--- src/hw/rtl/iff_pkg.sv ---
`timescale 1ns / 1ps
package iff_pkg;

   localparam int VALUE_W         = 64;
   localparam int MAX_FIELD_WIDTH = 64;
   localparam int MAX_PRECISION   = 60;
   localparam int DIGIT_SLOTS     = 22;   // enough for 64 bits in octal
   localparam int DIGIT_W         = 4;
   localparam int OCT_W           = 3;
   localparam int WIDTH_W         = 7;
   localparam int PREC_W          = 6;
   localparam int CHAR_W          = 8;
   localparam int SLOT_CNT_W      = 5;
   localparam int BIT_CNT_W       = 6;

   typedef enum logic [1:0] {
      RADIX_DEC = 2'd0,
      RADIX_OCT = 2'd1,
      RADIX_HEX = 2'd2
   } radix_type;

   localparam logic [CHAR_W-1:0] CH_SPACE     = 8'h20;
   localparam logic [CHAR_W-1:0] CH_PLUS      = 8'h2B;
   localparam logic [CHAR_W-1:0] CH_MINUS     = 8'h2D;
   localparam logic [CHAR_W-1:0] CH_ZERO      = 8'h30;
   localparam logic [CHAR_W-1:0] CH_X_UP      = 8'h58;
   localparam logic [CHAR_W-1:0] CH_X_LOW     = 8'h78;
   localparam logic [CHAR_W-1:0] CH_ALPHA_UP  = 8'h37;   // 'A' - 10
   localparam logic [CHAR_W-1:0] CH_ALPHA_LOW = 8'h57;   // 'a' - 10

   function automatic logic [CHAR_W-1:0] digit_char(input logic [DIGIT_W-1:0] d,
                                                    input logic upper);
      logic [CHAR_W-1:0] base;
      if (d < 4'd10) begin
         base = CH_ZERO;
      end else begin
         base = upper ? CH_ALPHA_UP : CH_ALPHA_LOW;
      end
      return base + {{(CHAR_W-DIGIT_W){1'b0}}, d};
   endfunction

endpackage

--- src/hw/rtl/integer_field_formatter.sv ---
`timescale 1ns / 1ps
// Sequence: decimal items run the double-dabble conversion (one bit per cycle), then one
//   alignment step per leading zero digit plus one, the count and plan states, and one character
//   per cycle while rsp_stall does not hold the output. Octal and hex skip the conversion loop.
// Flow: one item at a time; the next transfer is taken once the last character sits
//   in the output register.
// Reset: synchronous, active high; returns to idle and drops rsp_valid.
module integer_field_formatter (
   input  logic                               clock,
   input  logic                               reset,
   input  logic                               req_valid,
   output logic                               req_stall,
   input  logic [iff_pkg::VALUE_W-1:0]        req_value,
   input  logic                               req_is_signed,
   input  logic [1:0]                         req_radix_sel,
   input  logic                               req_upper_case,
   input  logic [iff_pkg::WIDTH_W-1:0]        req_field_width,
   input  logic [iff_pkg::PREC_W-1:0]         req_precision,
   input  logic                               req_precision_given,
   input  logic                               req_show_base,
   input  logic                               req_zero_fill,
   input  logic                               req_left_justify,
   input  logic                               req_force_plus,
   input  logic                               req_space_sign,
   output logic                               rsp_valid,
   input  logic                               rsp_stall,
   output logic [iff_pkg::CHAR_W-1:0]         rsp_char_out,
   output logic                               rsp_last
);

   localparam int DW       = iff_pkg::DIGIT_W;
   localparam int DIG_BITS = iff_pkg::DIGIT_SLOTS * DW;
   localparam int VW       = iff_pkg::VALUE_W;
   localparam int WW       = iff_pkg::WIDTH_W;
   localparam int PW       = iff_pkg::PREC_W;
   localparam int CW       = iff_pkg::CHAR_W;
   localparam int SW       = iff_pkg::SLOT_CNT_W;
   localparam int BW       = iff_pkg::BIT_CNT_W;
   localparam int OCT_SRC  = iff_pkg::DIGIT_SLOTS * iff_pkg::OCT_W;

   typedef enum logic [2:0] {
      ST_IDLE,
      ST_CONV,     // binary to BCD, one bit per cycle
      ST_ALIGN,    // shift the leading digit to the top slot
      ST_COUNT,
      ST_PLAN,
      ST_EMIT
   } state_type;

   state_type             state_ff;
   logic [VW-1:0]         bin_ff;
   logic [DIG_BITS-1:0]   dig_ff;
   logic [BW-1:0]         cnt_ff;
   logic [SW-1:0]         sh_ff;

   // captured options
   logic [CW-1:0]         sign_ch_ff;
   logic                  has_sign_ff;
   logic                  is_oct_ff;
   logic                  is_hex_ff;
   logic                  upper_ff;
   logic [WW-1:0]         width_ff;
   logic [PW-1:0]         prec_ff;
   logic                  prec_given_ff;
   logic                  alt_ff;
   logic                  zpad_ff;
   logic                  left_ff;
   logic                  mag_zero_ff;

   // field plan
   logic [SW-1:0]         ndig_ff;
   logic [PW-1:0]         zeros_ff;
   logic                  prefix_ff;
   logic [WW-1:0]         len_ff;
   logic [WW-1:0]         b1_ff, b2_ff, b3_ff, b4_ff, b5_ff, tot_ff;
   logic [WW-1:0]         pos_ff;

   logic                  rsp_valid_ff;
   logic [CW-1:0]         rsp_char_ff;
   logic                  rsp_last_ff;

   // ---------------------------------------------------------------------------------------
   // Intake: magnitude, sign character, radix decode, saturation
   // ---------------------------------------------------------------------------------------
   logic                  accept;
   logic [VW-1:0]         mag_in;
   logic                  neg_in;
   logic [CW-1:0]         sign_ch_in;
   logic                  has_sign_in;
   logic                  is_oct_in;
   logic                  is_hex_in;
   logic [WW-1:0]         width_in;
   logic [PW-1:0]         prec_in;
   logic [OCT_SRC-1:0]    oct_src;
   logic [DIG_BITS-1:0]   oct_load;
   logic [DIG_BITS-1:0]   hex_load;

   assign req_stall = (state_ff != ST_IDLE);
   assign accept    = req_valid && !req_stall;

   assign neg_in = req_is_signed && req_value[VW-1];
   assign mag_in = neg_in ? ({VW{1'b0}} - req_value) : req_value;

   always_comb begin
      has_sign_in = 1'b0;
      sign_ch_in  = iff_pkg::CH_SPACE;
      if (neg_in) begin
         has_sign_in = 1'b1;
         sign_ch_in  = iff_pkg::CH_MINUS;
      end else if (req_is_signed && req_force_plus) begin
         has_sign_in = 1'b1;
         sign_ch_in  = iff_pkg::CH_PLUS;
      end else if (req_is_signed && req_space_sign) begin
         has_sign_in = 1'b1;
         sign_ch_in  = iff_pkg::CH_SPACE;
      end
   end

   always_comb begin
      is_oct_in = 1'b0;
      is_hex_in = 1'b0;
      unique case (iff_pkg::radix_type'(req_radix_sel))
         iff_pkg::RADIX_OCT: begin
            is_oct_in = 1'b1;
         end
         iff_pkg::RADIX_HEX: begin
            is_hex_in = 1'b1;
         end
         default: begin
            // decimal, and the unused code
         end
      endcase
   end

   assign width_in = (req_field_width > WW'(iff_pkg::MAX_FIELD_WIDTH))
                   ? WW'(iff_pkg::MAX_FIELD_WIDTH) : req_field_width;
   assign prec_in  = (req_precision > PW'(iff_pkg::MAX_PRECISION))
                   ? PW'(iff_pkg::MAX_PRECISION) : req_precision;

   // octal and hex digits are plain bit groups of the magnitude
   assign oct_src  = {{(OCT_SRC-VW){1'b0}}, mag_in};
   assign hex_load = {{(DIG_BITS-VW){1'b0}}, mag_in};

   always_comb begin
      for (int i = 0; i < iff_pkg::DIGIT_SLOTS; i++) begin
         oct_load[i*DW +: DW] = {1'b0, oct_src[i*iff_pkg::OCT_W +: iff_pkg::OCT_W]};
      end
   end

   // ---------------------------------------------------------------------------------------
   // Double dabble: add 3 to every BCD digit of 5 or more, then shift one bit in
   // ---------------------------------------------------------------------------------------
   logic [DIG_BITS-1:0]   dabble_adj;
   logic [DIG_BITS-1:0]   dabble_in;

   always_comb begin
      for (int i = 0; i < iff_pkg::DIGIT_SLOTS; i++) begin
         dabble_adj[i*DW +: DW] = (dig_ff[i*DW +: DW] >= 4'd5)
                                ? dig_ff[i*DW +: DW] + 4'd3 : dig_ff[i*DW +: DW];
      end
   end

   assign dabble_in = {dabble_adj[DIG_BITS-2:0], bin_ff[VW-1]};

   // ---------------------------------------------------------------------------------------
   // Alignment: the leading digit ends up in the top slot; sh_ff counts leading zero digits
   // ---------------------------------------------------------------------------------------
   logic [DW-1:0]         top_digit;
   logic                  align_step;

   assign top_digit  = dig_ff[DIG_BITS-1 -: DW];
   assign align_step = (top_digit == {DW{1'b0}}) && (sh_ff < SW'(iff_pkg::DIGIT_SLOTS - 1));

   // ---------------------------------------------------------------------------------------
   // Field counts
   // ---------------------------------------------------------------------------------------
   logic                  no_digits;
   logic [SW-1:0]         ndig_in;
   logic [PW-1:0]         zeros_in;
   logic                  prefix_in;
   logic [WW-1:0]         len_in;

   // explicit zero precision on a zero value prints no digits at all
   assign no_digits = mag_zero_ff && prec_given_ff && (prec_ff == {PW{1'b0}});
   assign ndig_in   = no_digits ? {SW{1'b0}} : (SW'(iff_pkg::DIGIT_SLOTS) - sh_ff);

   always_comb begin
      if (prec_given_ff && (prec_ff > PW'(ndig_in))) begin
         zeros_in = prec_ff - PW'(ndig_in);
      end else begin
         zeros_in = {PW{1'b0}};
      end
      // octal alternate form: the first digit must be a zero
      if (is_oct_ff && alt_ff && (zeros_in == {PW{1'b0}})
          && ((ndig_in == {SW{1'b0}}) || !mag_zero_ff)) begin
         zeros_in = PW'(1);
      end
   end

   assign prefix_in = is_hex_ff && alt_ff && !mag_zero_ff;
   assign len_in    = WW'(has_sign_ff) + (prefix_in ? WW'(2) : {WW{1'b0}})
                    + WW'(zeros_in) + WW'(ndig_in);

   // ---------------------------------------------------------------------------------------
   // Segment boundaries: lead spaces | sign | 0x | zero fill + precision zeros | digits | trail
   // ---------------------------------------------------------------------------------------
   logic [WW-1:0]         pad;
   logic                  zfill_mode;
   logic [WW-1:0]         lead_cnt, zfill_cnt, trail_cnt;
   logic [WW-1:0]         b1_in, b2_in, b3_in, b4_in, b5_in, tot_in;

   assign pad        = (width_ff > len_ff) ? (width_ff - len_ff) : {WW{1'b0}};
   assign zfill_mode = zpad_ff && !left_ff && !prec_given_ff;
   assign lead_cnt   = (!left_ff && !zfill_mode) ? pad : {WW{1'b0}};
   assign zfill_cnt  = zfill_mode ? pad : {WW{1'b0}};
   assign trail_cnt  = left_ff ? pad : {WW{1'b0}};

   assign b1_in  = lead_cnt;
   assign b2_in  = b1_in + WW'(has_sign_ff);
   assign b3_in  = b2_in + (prefix_ff ? WW'(2) : {WW{1'b0}});
   assign b4_in  = b3_in + zfill_cnt + WW'(zeros_ff);
   assign b5_in  = b4_in + WW'(ndig_ff);
   assign tot_in = b5_in + trail_cnt;

   // ---------------------------------------------------------------------------------------
   // Character emitter
   // ---------------------------------------------------------------------------------------
   logic                  emit_go;
   logic                  in_digits;
   logic                  is_last;
   logic [CW-1:0]         char_in;

   assign emit_go   = (state_ff == ST_EMIT) && (!rsp_valid_ff || !rsp_stall);
   assign in_digits = (pos_ff >= b4_ff) && (pos_ff < b5_ff);
   assign is_last   = ((pos_ff + WW'(1)) == tot_ff);

   always_comb begin
      if (pos_ff < b1_ff) begin
         char_in = iff_pkg::CH_SPACE;
      end else if (pos_ff < b2_ff) begin
         char_in = sign_ch_ff;
      end else if (pos_ff < b3_ff) begin
         if (pos_ff == b2_ff) begin
            char_in = iff_pkg::CH_ZERO;
         end else begin
            char_in = upper_ff ? iff_pkg::CH_X_UP : iff_pkg::CH_X_LOW;
         end
      end else if (pos_ff < b4_ff) begin
         char_in = iff_pkg::CH_ZERO;
      end else if (in_digits) begin
         char_in = iff_pkg::digit_char(top_digit, upper_ff);
      end else begin
         char_in = iff_pkg::CH_SPACE;
      end
   end

   // ---------------------------------------------------------------------------------------
   // Sequencer
   // ---------------------------------------------------------------------------------------
   always_ff @(posedge clock) begin
      if (reset) begin
         state_ff     <= ST_IDLE;
         rsp_valid_ff <= 1'b0;
      end else begin
         // output register drains unless a new character replaces it this cycle
         if (rsp_valid_ff && !rsp_stall && !emit_go) begin
            rsp_valid_ff <= 1'b0;
         end
         unique case (state_ff)
            ST_IDLE: begin
               if (accept) begin
                  sign_ch_ff    <= sign_ch_in;
                  has_sign_ff   <= has_sign_in;
                  is_oct_ff     <= is_oct_in;
                  is_hex_ff     <= is_hex_in;
                  upper_ff      <= req_upper_case;
                  width_ff      <= width_in;
                  prec_ff       <= prec_in;
                  prec_given_ff <= req_precision_given;
                  alt_ff        <= req_show_base;
                  zpad_ff       <= req_zero_fill;
                  left_ff       <= req_left_justify;
                  mag_zero_ff   <= (mag_in == {VW{1'b0}});
                  bin_ff        <= mag_in;
                  cnt_ff        <= {BW{1'b0}};
                  sh_ff         <= {SW{1'b0}};
                  if (is_oct_in) begin
                     dig_ff   <= oct_load;
                     state_ff <= ST_ALIGN;
                  end else if (is_hex_in) begin
                     dig_ff   <= hex_load;
                     state_ff <= ST_ALIGN;
                  end else begin
                     dig_ff   <= {DIG_BITS{1'b0}};
                     state_ff <= ST_CONV;
                  end
               end
            end
            ST_CONV: begin
               dig_ff <= dabble_in;
               bin_ff <= {bin_ff[VW-2:0], 1'b0};
               cnt_ff <= cnt_ff + BW'(1);
               if (cnt_ff == BW'(VW - 1)) begin
                  state_ff <= ST_ALIGN;
               end
            end
            ST_ALIGN: begin
               if (align_step) begin
                  dig_ff <= {dig_ff[DIG_BITS-DW-1:0], {DW{1'b0}}};
                  sh_ff  <= sh_ff + SW'(1);
               end else begin
                  state_ff <= ST_COUNT;
               end
            end
            ST_COUNT: begin
               ndig_ff   <= ndig_in;
               zeros_ff  <= zeros_in;
               prefix_ff <= prefix_in;
               len_ff    <= len_in;
               state_ff  <= ST_PLAN;
            end
            ST_PLAN: begin
               b1_ff  <= b1_in;
               b2_ff  <= b2_in;
               b3_ff  <= b3_in;
               b4_ff  <= b4_in;
               b5_ff  <= b5_in;
               tot_ff <= tot_in;
               pos_ff <= {WW{1'b0}};
               // an empty field produces no transfer at all
               state_ff <= (tot_in == {WW{1'b0}}) ? ST_IDLE : ST_EMIT;
            end
            ST_EMIT: begin
               if (emit_go) begin
                  rsp_valid_ff <= 1'b1;
                  rsp_char_ff  <= char_in;
                  rsp_last_ff  <= is_last;
                  if (in_digits) begin
                     dig_ff <= {dig_ff[DIG_BITS-DW-1:0], {DW{1'b0}}};
                  end
                  if (is_last) begin
                     state_ff <= ST_IDLE;
                  end else begin
                     pos_ff <= pos_ff + WW'(1);
                  end
               end
            end
            default: begin
               state_ff <= ST_IDLE;
            end
         endcase
      end
   end

   assign rsp_valid    = rsp_valid_ff;
   assign rsp_char_out = rsp_char_ff;
   assign rsp_last     = rsp_last_ff;

endmodule

--- config.mk ---
export PLATFORM = sky130hd
export DESIGN_NAME = integer_field_formatter
export DESIGN_NICKNAME = d
export VERILOG_FILES = /design/src/hw/rtl/iff_pkg.sv /design/src/hw/rtl/integer_field_formatter.sv
export SDC_FILE = /design/constraint.sdc
export NUM_CORES = 1
export LEC_CHECK = 0
export BUFFER_PORTS_ARGS = -buffer_cell sky130_fd_sc_hd__buf_2
export CORE_MARGIN = 1.5
export CORE_UTILIZATION = 56
export CTS_CLUSTER_DIAMETER = 40
export CTS_CLUSTER_SIZE = 10
export DETAILED_ROUTE_END_ITERATION = 16
export PLACE_DENSITY = 0.77
export SLEW_MARGIN = 20
export SYNTH_ARGS = -nofsm -noshare
export SYNTH_HDL_FRONTEND = slang
export SYNTH_SLANG_ARGS = --single-unit
--- constraint.sdc ---
create_clock -name clock -period 7.8 [get_ports clock]
set_input_delay 0.78 -clock clock [delete_from_list [all_inputs] [get_ports clock]]
set_output_delay 0.78 -clock clock [all_outputs]
set_load 0.05 [all_outputs]
Word level (Yosys, flattened, before mapping)
Index checks and enable logic that the tools add are counted.
Word-level totals
  memory bits (read-only): 0
  memories kept: 0
  input bits: 91
  bits in latches: 0
  flip-flop bits (word level): 274
  RAM bits: 0
  logic and storage cells: 253
  output and inout port bits: 11
Cells by class
  order comparisons: 34
  div/mod/pow operators: 0
  shifts and indexed selects: 0
  multipliers: 0
  mux-type cells: 78
  add/sub/neg operators: 39
  reduce and logical (&&, ||, !) cells: 52
  eq/ne operators: 18
  bitwise gates (word level): 1
Operators with widths (number)
  $mux W88: 4
  $pmux W88 S4: 1
  $mux W64: 3
  $pmux W64 S2: 1
  $ge A4 B3 Y1 const B: 22
  $mux W4: 22
  $mux W85: 1
  $add A4 B2 Y4 const B: 21
  $mux W8: 9
  $logic_not A64 Y1: 1
  $sub A1 B64 Y64 const A: 1
  $mux W7: 9
  $lt A7 B7 Y1: 5
  $mux W6: 4
  $mux W3: 7
  $logic_and A1 B1 Y1: 20
  $pmux W3 S6: 1
  $ne A2 B2 Y1 const B: 8
  $mux W5: 3
  $add A7 B5 Y7: 2
  $add A7 B7 Y7: 2
  $eq A7 B7 Y1: 2
  $pmux W7 S2: 1
  $logic_not A6 Y1: 2
  other kinds (46): 70

Depth between registers and ports, before layout
Gate-level depths: netlist of run 1.
  word-level depth: 15
  gate-level depth with buffers: 32
  gate-level depth less buffers: 31

Worst setup path before layout of run 1
OpenSTA, ideal clock, no wires.
  kind: register to register
  from: reg pos_ff[1]
  to: reg dig_ff[0] (enable)
  buffers on the path: 0
  arrival: 7.930 ns
  required time: 7.158 ns
  setup slack: -0.772 ns
  cell stages (with the launch flop): 10
  clock period less this slack: 8.572 ns
  cells stage by stage: edfxtp_1 -> ha_1 -> a21o_1 -> a21o_1 -> a21o_1 -> a21o_1 -> a21o_1 -> a211oi_1 -> a211oi_1 -> nor3_1
On the way
  longest elaborated chain between the ends: 4
RTL lines
  start, declared: RTL line integer_field_formatter.sv:76  | logic [WW-1:0] pos_ff;
  start signal, assigned: RTL line integer_field_formatter.sv:329  | pos_ff <= {WW{1'b0}};
  start signal, assigned: RTL line integer_field_formatter.sv:344  | pos_ff <= pos_ff + WW'(1);
  $ge A7 B7 Y1 / $lt A7 B7 Y1 (equally long branches): RTL line integer_field_formatter.sv:234  | assign in_digits = (pos_ff >= b4_ff) && (pos_ff < b5_ff);
  $logic_and A1 B1 Y1 (*): RTL line integer_field_formatter.sv:234
  $ne A2 B2 Y1 (no source line) (*)
  $reduce_and A6 Y1 (no source line) (*)
  end signal, assigned: RTL line integer_field_formatter.sv:288  | dig_ff <= oct_load;
  end signal, assigned: RTL line integer_field_formatter.sv:291  | dig_ff <= hex_load;
  end signal, assigned: RTL line integer_field_formatter.sv:294  | dig_ff <= {DIG_BITS{1'b0}};
  end, declared: RTL line integer_field_formatter.sv:52  | logic [DIG_BITS-1:0] dig_ff;
Every way passes the cells marked *; elsewhere a longest branch is shown, timed or not.
A chain may end at the register's enable or synchronous reset.

Worst setup path in the final report of run 1
  from: reg width_ff[2]
  to: reg state_ff[0]
On the way
  longest elaborated chain between the ends: 12
RTL lines
  start, declared: RTL line integer_field_formatter.sv:62  | logic [WW-1:0] width_ff;
  start signal, assigned: RTL line integer_field_formatter.sv:277  | width_ff <= width_in;
  $gt A7 B7 Y1: RTL line integer_field_formatter.sv:212  | assign pad = (width_ff > len_ff) ? (width_ff - len_ff) : {WW{1'b0}};
  $mux W7: RTL line integer_field_formatter.sv:212
  $mux W7: RTL line integer_field_formatter.sv:214  | assign lead_cnt = (!left_ff && !zfill_mode) ? pad : {WW{1'b0}};
  named net b1_in[0]: RTL line integer_field_formatter.sv:210  | logic [WW-1:0] b1_in, b2_in, b3_in, b4_in, b5_in, tot_in;
  $add A7 B1 Y7: RTL line integer_field_formatter.sv:219  | assign b2_in = b1_in + WW'(has_sign_ff);
  named net b2_in[1]: RTL line integer_field_formatter.sv:210
  $add A7 B2 Y7: RTL line integer_field_formatter.sv:220  | assign b3_in = b2_in + (prefix_ff ? WW'(2) : {WW{1'b0}});
  named net b3_in[2]: RTL line integer_field_formatter.sv:210
  $add A7 B7 Y7: RTL line integer_field_formatter.sv:221  | assign b4_in = b3_in + zfill_cnt + WW'(zeros_ff);
  $add A7 B6 Y7: RTL line integer_field_formatter.sv:221
  named net b4_in[4]: RTL line integer_field_formatter.sv:210
  $add A7 B5 Y7: RTL line integer_field_formatter.sv:222  | assign b5_in = b4_in + WW'(ndig_ff);
  named net b5_in[5]: RTL line integer_field_formatter.sv:210
  $add A7 B7 Y7: RTL line integer_field_formatter.sv:223  | assign tot_in = b5_in + trail_cnt;
  $logic_not A7 Y1: RTL line integer_field_formatter.sv:331  | state_ff <= (tot_in == {WW{1'b0}}) ? ST_IDLE : ST_EMIT;
  $mux W3: RTL line integer_field_formatter.sv:331
  $pmux W3 S6: RTL line integer_field_formatter.sv:269  | unique case (state_ff)
  end signal, assigned: RTL line integer_field_formatter.sv:331
  end, declared: RTL line integer_field_formatter.sv:50  | state_type state_ff;
The timed path passes the listed nets, and every way through them passes these cells.

==> results.md, run 1 <==
* Outcome: complete, no violations
* Total wirelength of the detailed-routed design at 44.80 mm
* Launch instance of the worst register-to-register path: width_ff[2]$_SDFFCE_PN0P_
* Sequential-to-total area share from yosys stat at 0.4471
* Origin of the worst min-delay path: req_show_base
* Number of failing setup endpoints in the final timing report at 0
* Vias per Instance at 6.113
* Post-route minimum period at 7.093 ns
* Master cell of the clock root buffer: sky130_fd_sc_hd__clkbuf_16
* Post-route cell area at 20210 um^2
* Final Skew at 0.02779 ns
* Post-CTS clock slew at the launch and capture registers of the worst setup and hold paths at 0.06 ns
* Layout-stage area growth over the synthesis result at 12.84%
* Die Span X at 181.8 um
* IO buf count at 101
* Max-cap violation count at 0
* Cell type of the slowest stage on the worst timing path: sky130_fd_sc_hd__o21ai_1
* Pwr per Cell Area at 339.0 nW/um^2
* Timing-limited maximum frequency at 0.1410 GHz
* Total vias in the final route at 14240
* Via count of the first global-routing pass at 13930
* Endpoint required time on the critical path at 8.22 ns
* Wire length of the first global-routing pass at 72.23 mm
* Detailed router's first-iteration violation count at 1369
* Startpoint class of the critical path: register
* Transition time of the tightest slew-check pin at 1.030 ns
* H-tree level count at 2
* Overall power after layout at 6.851 mW
* Number of detailed-route iterations in the first pass at 5
* Setup repair after global routing missed its margin: no
* Total Routing Usage GR at 0.2742
* Number of standard-cell rows in the floorplan at 65
* Latest clock arrival within the worst-skew pair at 0.53 ns
* Crit path launch: width_ff[2]$_SDFFCE_PN0P_
* Max-slew violation count at 0
* Number of sinks driven by the clock tree at 268
* Relative slew slack at 0.3069
* Number of warnings issued by yosys at 0
* Leakage dissipation at 7.957 nW
* Main flop type after synthesis: sky130_fd_sc_hd__edfxtp_1
* Pin count of the biggest net entering global routing at 95
* DIE AREA at 33070 um^2
* Total cell area at the placement stage at 18820 um^2
* Overall overflow remaining after global route at 0
* Ys async rst share at 0
* Count of cells resized by post-cts repair at 0
* Routed wirelength normalized by instance count at 19.23 um
* Final total negative setup slack at 0 ns
* Number of buffers on the longest clock path at 3
* Final-stage net count at 2124
* Finished Core Util at 0.6405
* Die Span Y at 181.8 um
* Initial antenna violation count at 3
* Post-Synthesis Cells at 1803
* Most used cells in the layout excluding fill and tap cells: sky130_fd_sc_hd__edfxtp_1 (264), sky130_fd_sc_hd__a21oi_1 (181), sky130_fd_sc_hd__nor2_1 (174)
* Class of the most critical hold timing path: primary input to register
* CP arrival at 7.51 ns
* Seq cells post-synth at 268
* Family with the most delay on the worst path: adder cells
* Total count of hold-check failures in the final report at 0
* Crit path max fanout at 8
* Final Cycle Share at 0.9094
* TritonCTS clock tree: yes
* Total buffers and inverters traversed by the critical path at 2
* Detail Placement HPWL at 31.89 mm
* DRT antenna net count at 0
* CTS Buf Count at 41
* Core ar. at 31560 um^2
* Number of unique standard cell types used by synthesis at 72
* Count of buffers added by post-CTS timing repair for setup at 0
* Number of fillers in the final layout at 2516
* Crit path kind: register to register
* Total DRC errors in the routed layout at 0
* Most prevalent standard cell on the critical path: sky130_fd_sc_hd__ha_1
* Net Count, Synth at 2034
* Mean area per synthesized cell at 9.935 um^2
* Number of enable flip-flop cells after synthesis at 264
* Leading cell type in the layout, fill and taps excluded: sky130_fd_sc_hd__edfxtp_1
* Hold Buf Count CTS at 0
* Max stage delay on crit path at 0.51 ns
* Fraction of final layout cells with drive strength greater than 1 at 0.1091
* Worst R2R Setup Slack at 0.71 ns
* Total I/O pin count at 102
* Worst IR drop on VDD at 0.0002090 V
* Synthesized area at 17910 um^2
* Last weighted congestion value of the routability-driven placer at 0.9069
* Worst setup EP type: register
* Initial standard-cell utilization of the core at 0.5676
==> layer usage <==
layer	GRT usage	part of all wire
met1	0.3578	0.42
met4	0.1030	0.033
met5	0	0.00033
met2	0.4628	0.48
met3	0.04192	0.069
==> metrics by stage <==
step | cells | setup slack (ns) | hold WS [ns]
2_1_floorplan | 1803 | 1.608 | 0.4963
3_3_place_gp | 2252 | 1.178 | 0.5365
3_5_place_dp | 2252 | 0.9383 | 0.5388
4_1_cts | 2326 | 0.8096 | 0.4230
5_1_grt | 2328 | 0.1803 | 0.4208
6_report | 2329 | 0.7066 | 0.4343
==> cells by family (layout without fill, tap and decap cells) <==
kind of cell | count (synthesis) | count (layout) | share of synthesized area
simple gates | 523 | 523 | 0.1475
compound gates | 493 | 493 | 0.1712
flops | 268 | 268 | 0.4471
buf+inv | 219 | 340 | 0.04645
xor+xnor | 151 | 151 | 0.07935
fa+ha+maj | 140 | 140 | 0.1037
mux | 8 | 8 | 0.004540
other cells | 1 | 4 | 0.0002094
==> cells in the mapped netlist (all sizes together) (17+ instances only) <==
cell type	n	share of area
inv	149	0.031
a22oi	34	0.014
edfxtp	264	0.44
nor2	175	0.037
a21oi	182	0.051
nor3b	30	0.013
nand4	17	0.0059
nand2b	31	0.011
clkbuf	61	0.013
a21o	27	0.011
xor2	50	0.024
nand3	21	0.0061
o221ai	42	0.021
nor2b	27	0.0094
nor3	34	0.010
nand2	106	0.022
ha	126	0.088
xnor2	95	0.047
o21ai	114	0.032
==> power breakdown <==
group	leakage (nW)	total (mW)	switching, mW	internal (mW)
Sequential	2.52	2.45	0.286	2.17
Combinational	4.79	2.56	1.59	0.964
Clock	0.654	1.84	0.659	1.19
Total	7.96	6.85	2.54	4.31
==> worst paths after layout <==
kind | endpoint | cells after the start
worst min-delay path | alt_ff$_DFFE_PP_ | 1
worst max-delay path | state_ff[0]$_SDFFE_PP0P_ | 27
worst max register to register | state_ff[0]$_SDFFE_PP0P_ | 27
worst min register to register | dig_ff[0]$_DFFE_PP_ | 2
==> cell type report <==
cell class,instances,area [um^2],area share
clock inverters,20,249.0,0.01232
clock buffers,54,1127,0.05578
multi-input cells,1316,9133,0.4518
flip-flops and latches,268,8008,0.3962
diodes,3,7.507,0.0003714
repair buffers,117,625.6,0.03095
well taps,402,503.0,0.02489
inverters,149,559.3,0.02767
==> registers in the layout, indices dropped and copies added (netlist names), 6 cells and up <==
| name | flops |
|---|---|
| prec_ff | 6 |
| tot_ff | 7 |
| cnt_ff | 6 |
| b5_ff | 7 |
| b2_ff | 7 |
| bin_ff | 64 |
| rsp_char_out | 8 |
| width_ff | 7 |
| dig_ff | 88 |
| b1_ff | 7 |
| pos_ff | 7 |
| b3_ff | 6 |
| b4_ff | 7 |
| zeros_ff | 6 |
| len_ff | 7 |
No activity file was read; power rests on OpenSTA's default activity.
==> inputs of run 2 (changes only) <==
==> constraint.sdc (replaced) <==
create_clock -name clock -period 7.8 [get_ports clock]
set_input_delay 1.56 -clock clock [delete_from_list [all_inputs] [get_ports clock]]
set_output_delay 1.56 -clock clock [all_outputs]
set_load 0.05 [all_outputs]
==> run 2 against run 1 <==
Net effect:
- clock power up 4%
- design area increased by 0.26%
- core utilization grew 0.17 points
- cell count unchanged
- non-clock buffer count is 1 higher
- combinational power about the same
- global-route usage up 0.53 points
- worst setup slack gained 0.097 ns
- clock skew is 0.0026 ns lower
==> results.md, run 2 (synthesized netlist as in run 1, its figures left out) <==
* CTS Buf Count at 42 (was 41)
* Storage element area at 8008 um^2 (unchanged)
* Leading cell type in the layout, fill and taps excluded: sky130_fd_sc_hd__edfxtp_1 (unchanged)
* Leakage dissipation at 8.005 nW (was 7.957 nW)
* Class of the most critical hold timing path: register to register (was primary input to register)
* Post-route minimum period at 6.996 ns (was 7.093 ns)
* Wire length of the first global-routing pass at 73.42 mm (was 72.23 mm)
* Total wirelength of the detailed-routed design at 45.87 mm (was 44.80 mm)
* Number of sinks driven by the clock tree at 268 (unchanged)
* Worst setup EP type: register (unchanged)
* Number of buffers on the longest clock path at 3 (unchanged)
* Pwr per Cell Area at 342.1 nW/um^2 (was 339.0 nW/um^2)
* DRT antenna net count at 0 (unchanged)
* Overall power after layout at 6.933 mW (was 6.851 mW)
* Startpoint class of the critical path: register (unchanged)
* Most used cells in the layout excluding fill and tap cells: sky130_fd_sc_hd__edfxtp_1 (264), sky130_fd_sc_hd__a21oi_1 (181), sky130_fd_sc_hd__nor2_1 (174) (unchanged)
* Core ar. at 31560 um^2 (unchanged)
* Origin of the worst min-delay path: bin_ff[63]$_DFFE_PP_ (was req_show_base)
* Number of standard-cell rows in the floorplan at 65 (unchanged)
* Total DRC errors in the routed layout at 0 (unchanged)
* Max-cap violation count at 0 (unchanged)
* Instance count along the most critical hold path at 2 (was 1)
* Post-CTS clock slew at the launch and capture registers of the worst setup and hold paths at 0.05 ns (was 0.06 ns)
* TritonCTS clock tree: yes (unchanged)
* Count of buffers added by post-CTS timing repair for setup at 0 (unchanged)
* Relative slew slack at 0.3175 (was 0.3069)
* Fraction of final layout cells with drive strength greater than 1 at 0.1112 (was 0.1091)
* Detailed router's first-iteration violation count at 1203 (was 1369)
* Final Cycle Share at 0.8969 (was 0.9094)
* Pin count of the biggest net entering global routing at 95 (unchanged)
* Worst R2R Setup Slack at 0.80 ns (was 0.71 ns)
* Most prevalent standard cell on the critical path: sky130_fd_sc_hd__ha_1 (unchanged)
* H-tree level count at 2 (unchanged)
* Setup repair after global routing missed its margin: no (unchanged)
* Initial antenna violation count at 3 (unchanged)
* Master cell of the clock root buffer: sky130_fd_sc_hd__clkbuf_16 (unchanged)
* Initial standard-cell utilization of the core at 0.5676 (unchanged)
* Last weighted congestion value of the routability-driven placer at 0.9121 (was 0.9069)
* CP arrival at 7.41 ns (was 7.51 ns)
* Final total negative setup slack at 0 ns (unchanged)
* Area used by multi-input combinational logic at 9133 um^2 (unchanged)
* Worst Hold Endpoint: dig_ff[0]$_DFFE_PP_ (was alt_ff$_DFFE_PP_)
* Crit path max fanout at 8 (unchanged)
* Timing-limited maximum frequency at 0.1429 GHz (was 0.1410 GHz)
* Hold Buf Count CTS at 0 (unchanged)
* Die Span X at 181.8 um (unchanged)
* Vias per Instance at 6.205 (was 6.113)
* Final-stage net count at 2126 (was 2124)
* Total Routing Usage GR at 0.2795 (was 0.2742)
* Cell count of the worst reg-to-reg path at 27 (unchanged)
* Number of detailed-route iterations in the first pass at 6 (was 5)
* Detail Placement HPWL at 32.21 mm (was 31.89 mm)
* Latest clock arrival within the worst-skew pair at 0.54 ns (was 0.53 ns)
* Max stage delay on crit path at 0.49 ns (was 0.51 ns)
* Outcome: complete, no violations (unchanged)
* Capture instance of the worst register-to-register path: state_ff[0]$_SDFFE_PP0P_ (unchanged)
* Launch instance of the worst register-to-register path: width_ff[2]$_SDFFCE_PN0P_ (unchanged)
* Overall overflow remaining after global route at 0 (unchanged)
* Transition time of the tightest slew-check pin at 1.016 ns (was 1.030 ns)
* Via count of the first global-routing pass at 14160 (was 13930)
* Count of cells resized by post-cts repair at 0 (unchanged)
* Endpoint required time on the critical path at 8.22 ns (about the same)
* Largest reg by FF count: dig_ff (unchanged)
* Crit path kind: register to register (unchanged)
* IO buf count at 101 (unchanged)
* Total count of hold-check failures in the final report at 0 (unchanged)
* Total vias in the final route at 14450 (was 14240)
* Number of failing setup endpoints in the final timing report at 0 (unchanged)
* Max-slew violation count at 0 (unchanged)
* Routed wirelength normalized by instance count at 19.69 um (was 19.23 um)
* Final Skew at 0.02522 ns (was 0.02779 ns)
* Number of fillers in the final layout at 2518 (was 2516)
* Cell type of the slowest stage on the worst timing path: sky130_fd_sc_hd__o21ai_1 (unchanged)
* Die Span Y at 181.8 um (unchanged)
* Count of placed standard cells including taps at 2253 (was 2252)
* Non-Filler Instances at 2329 (unchanged)
* Finished Core Util at 0.6422 (was 0.6405)
* Layout-stage area growth over the synthesis result at 13.13% (was 12.84%)
* Worst IR drop on VDD at 0.0002381 V (was 0.0002090 V)
* Flip-flop count of the largest register after layout at 88 (unchanged)
* DIE AREA at 33070 um^2 (unchanged)
* Total I/O pin count at 102 (unchanged)
run 2: worst max path at each step:
stage / endpoint / from
floorplan: state_ff[0]$_SDFFE_PP0P_ / width_ff[2]$_SDFFCE_PN0P_
detailed placement: state_ff[0]$_SDFFE_PP0P_ / width_ff[2]$_SDFFCE_PN0P_
global route: state_ff[0]$_SDFFE_PP0P_ / width_ff[2]$_SDFFCE_PN0P_
CTS: state_ff[0]$_SDFFE_PP0P_ / width_ff[2]$_SDFFCE_PN0P_
global placement: state_ff[0]$_SDFFE_PP0P_ / width_ff[2]$_SDFFCE_PN0P_
finish: state_ff[0]$_SDFFE_PP0P_ / width_ff[2]$_SDFFCE_PN0P_
run 2: layout make-up:
class | instances | area share
Multi-Input combinational cell | 1316 | 0.4507
Sequential cell | 268 | 0.3952
Clock buffer | 53 | 0.05643
Timing Repair Buffer | 118 | 0.03124
Inverter | 149 | 0.02760
Tap cell | 402 | 0.02482
Clock inverter | 21 | 0.01383
Antenna cell | 2 | 0.0002470
run 2: through the flow:
step           hold slack (ns)  setup slack [ns]  instance area (um^2)
4_1_cts                 0.5349            0.8265                 20250
3_3_place_gp            0.5395             1.184                 18830
3_5_place_dp            0.5332            0.9573                 18830
6_report                0.5219            0.8041                 20260
5_1_grt                 0.5502            0.2642                 20260
2_1_floorplan           0.4963             1.608                 17920
run 2: worst max-delay path, delay by kind of cell (launching register included):
family                     cells  cell delay (ns)
AOI/OAI and AO/OA              9             2.09
xor gates and xnor gates       3             0.79
adders and majority gates      8             2.68
buffers and inverters          2             0.13
DFF                            1             0.36
muxes                          1             0.16
and+or+nand+nor                4             0.67
run 2: layer usage:
metal / track usage / share of wire / vias to the layer above
met4: 0.1273 / 0.043 / 2
met1: 0.3600 / 0.41 / 6926
met5: 0 / 0.00028 / -
met2: 0.4657 / 0.48 / 628
li1: - / - / 6774
met3: 0.04412 / 0.072 / 122
run 2: where the power goes:
| part | switching (mW) | total (mW) | internal [mW] | leakage (nW) |
|---|---|---|---|---|
| sequential | 0.285 | 2.45 | 2.17 | 2.52 |
| clock | 0.677 | 1.92 | 1.24 | 0.696 |
| combinational | 1.60 | 2.57 | 0.963 | 4.79 |
| total | 2.57 | 6.93 | 4.37 | 8.00 |
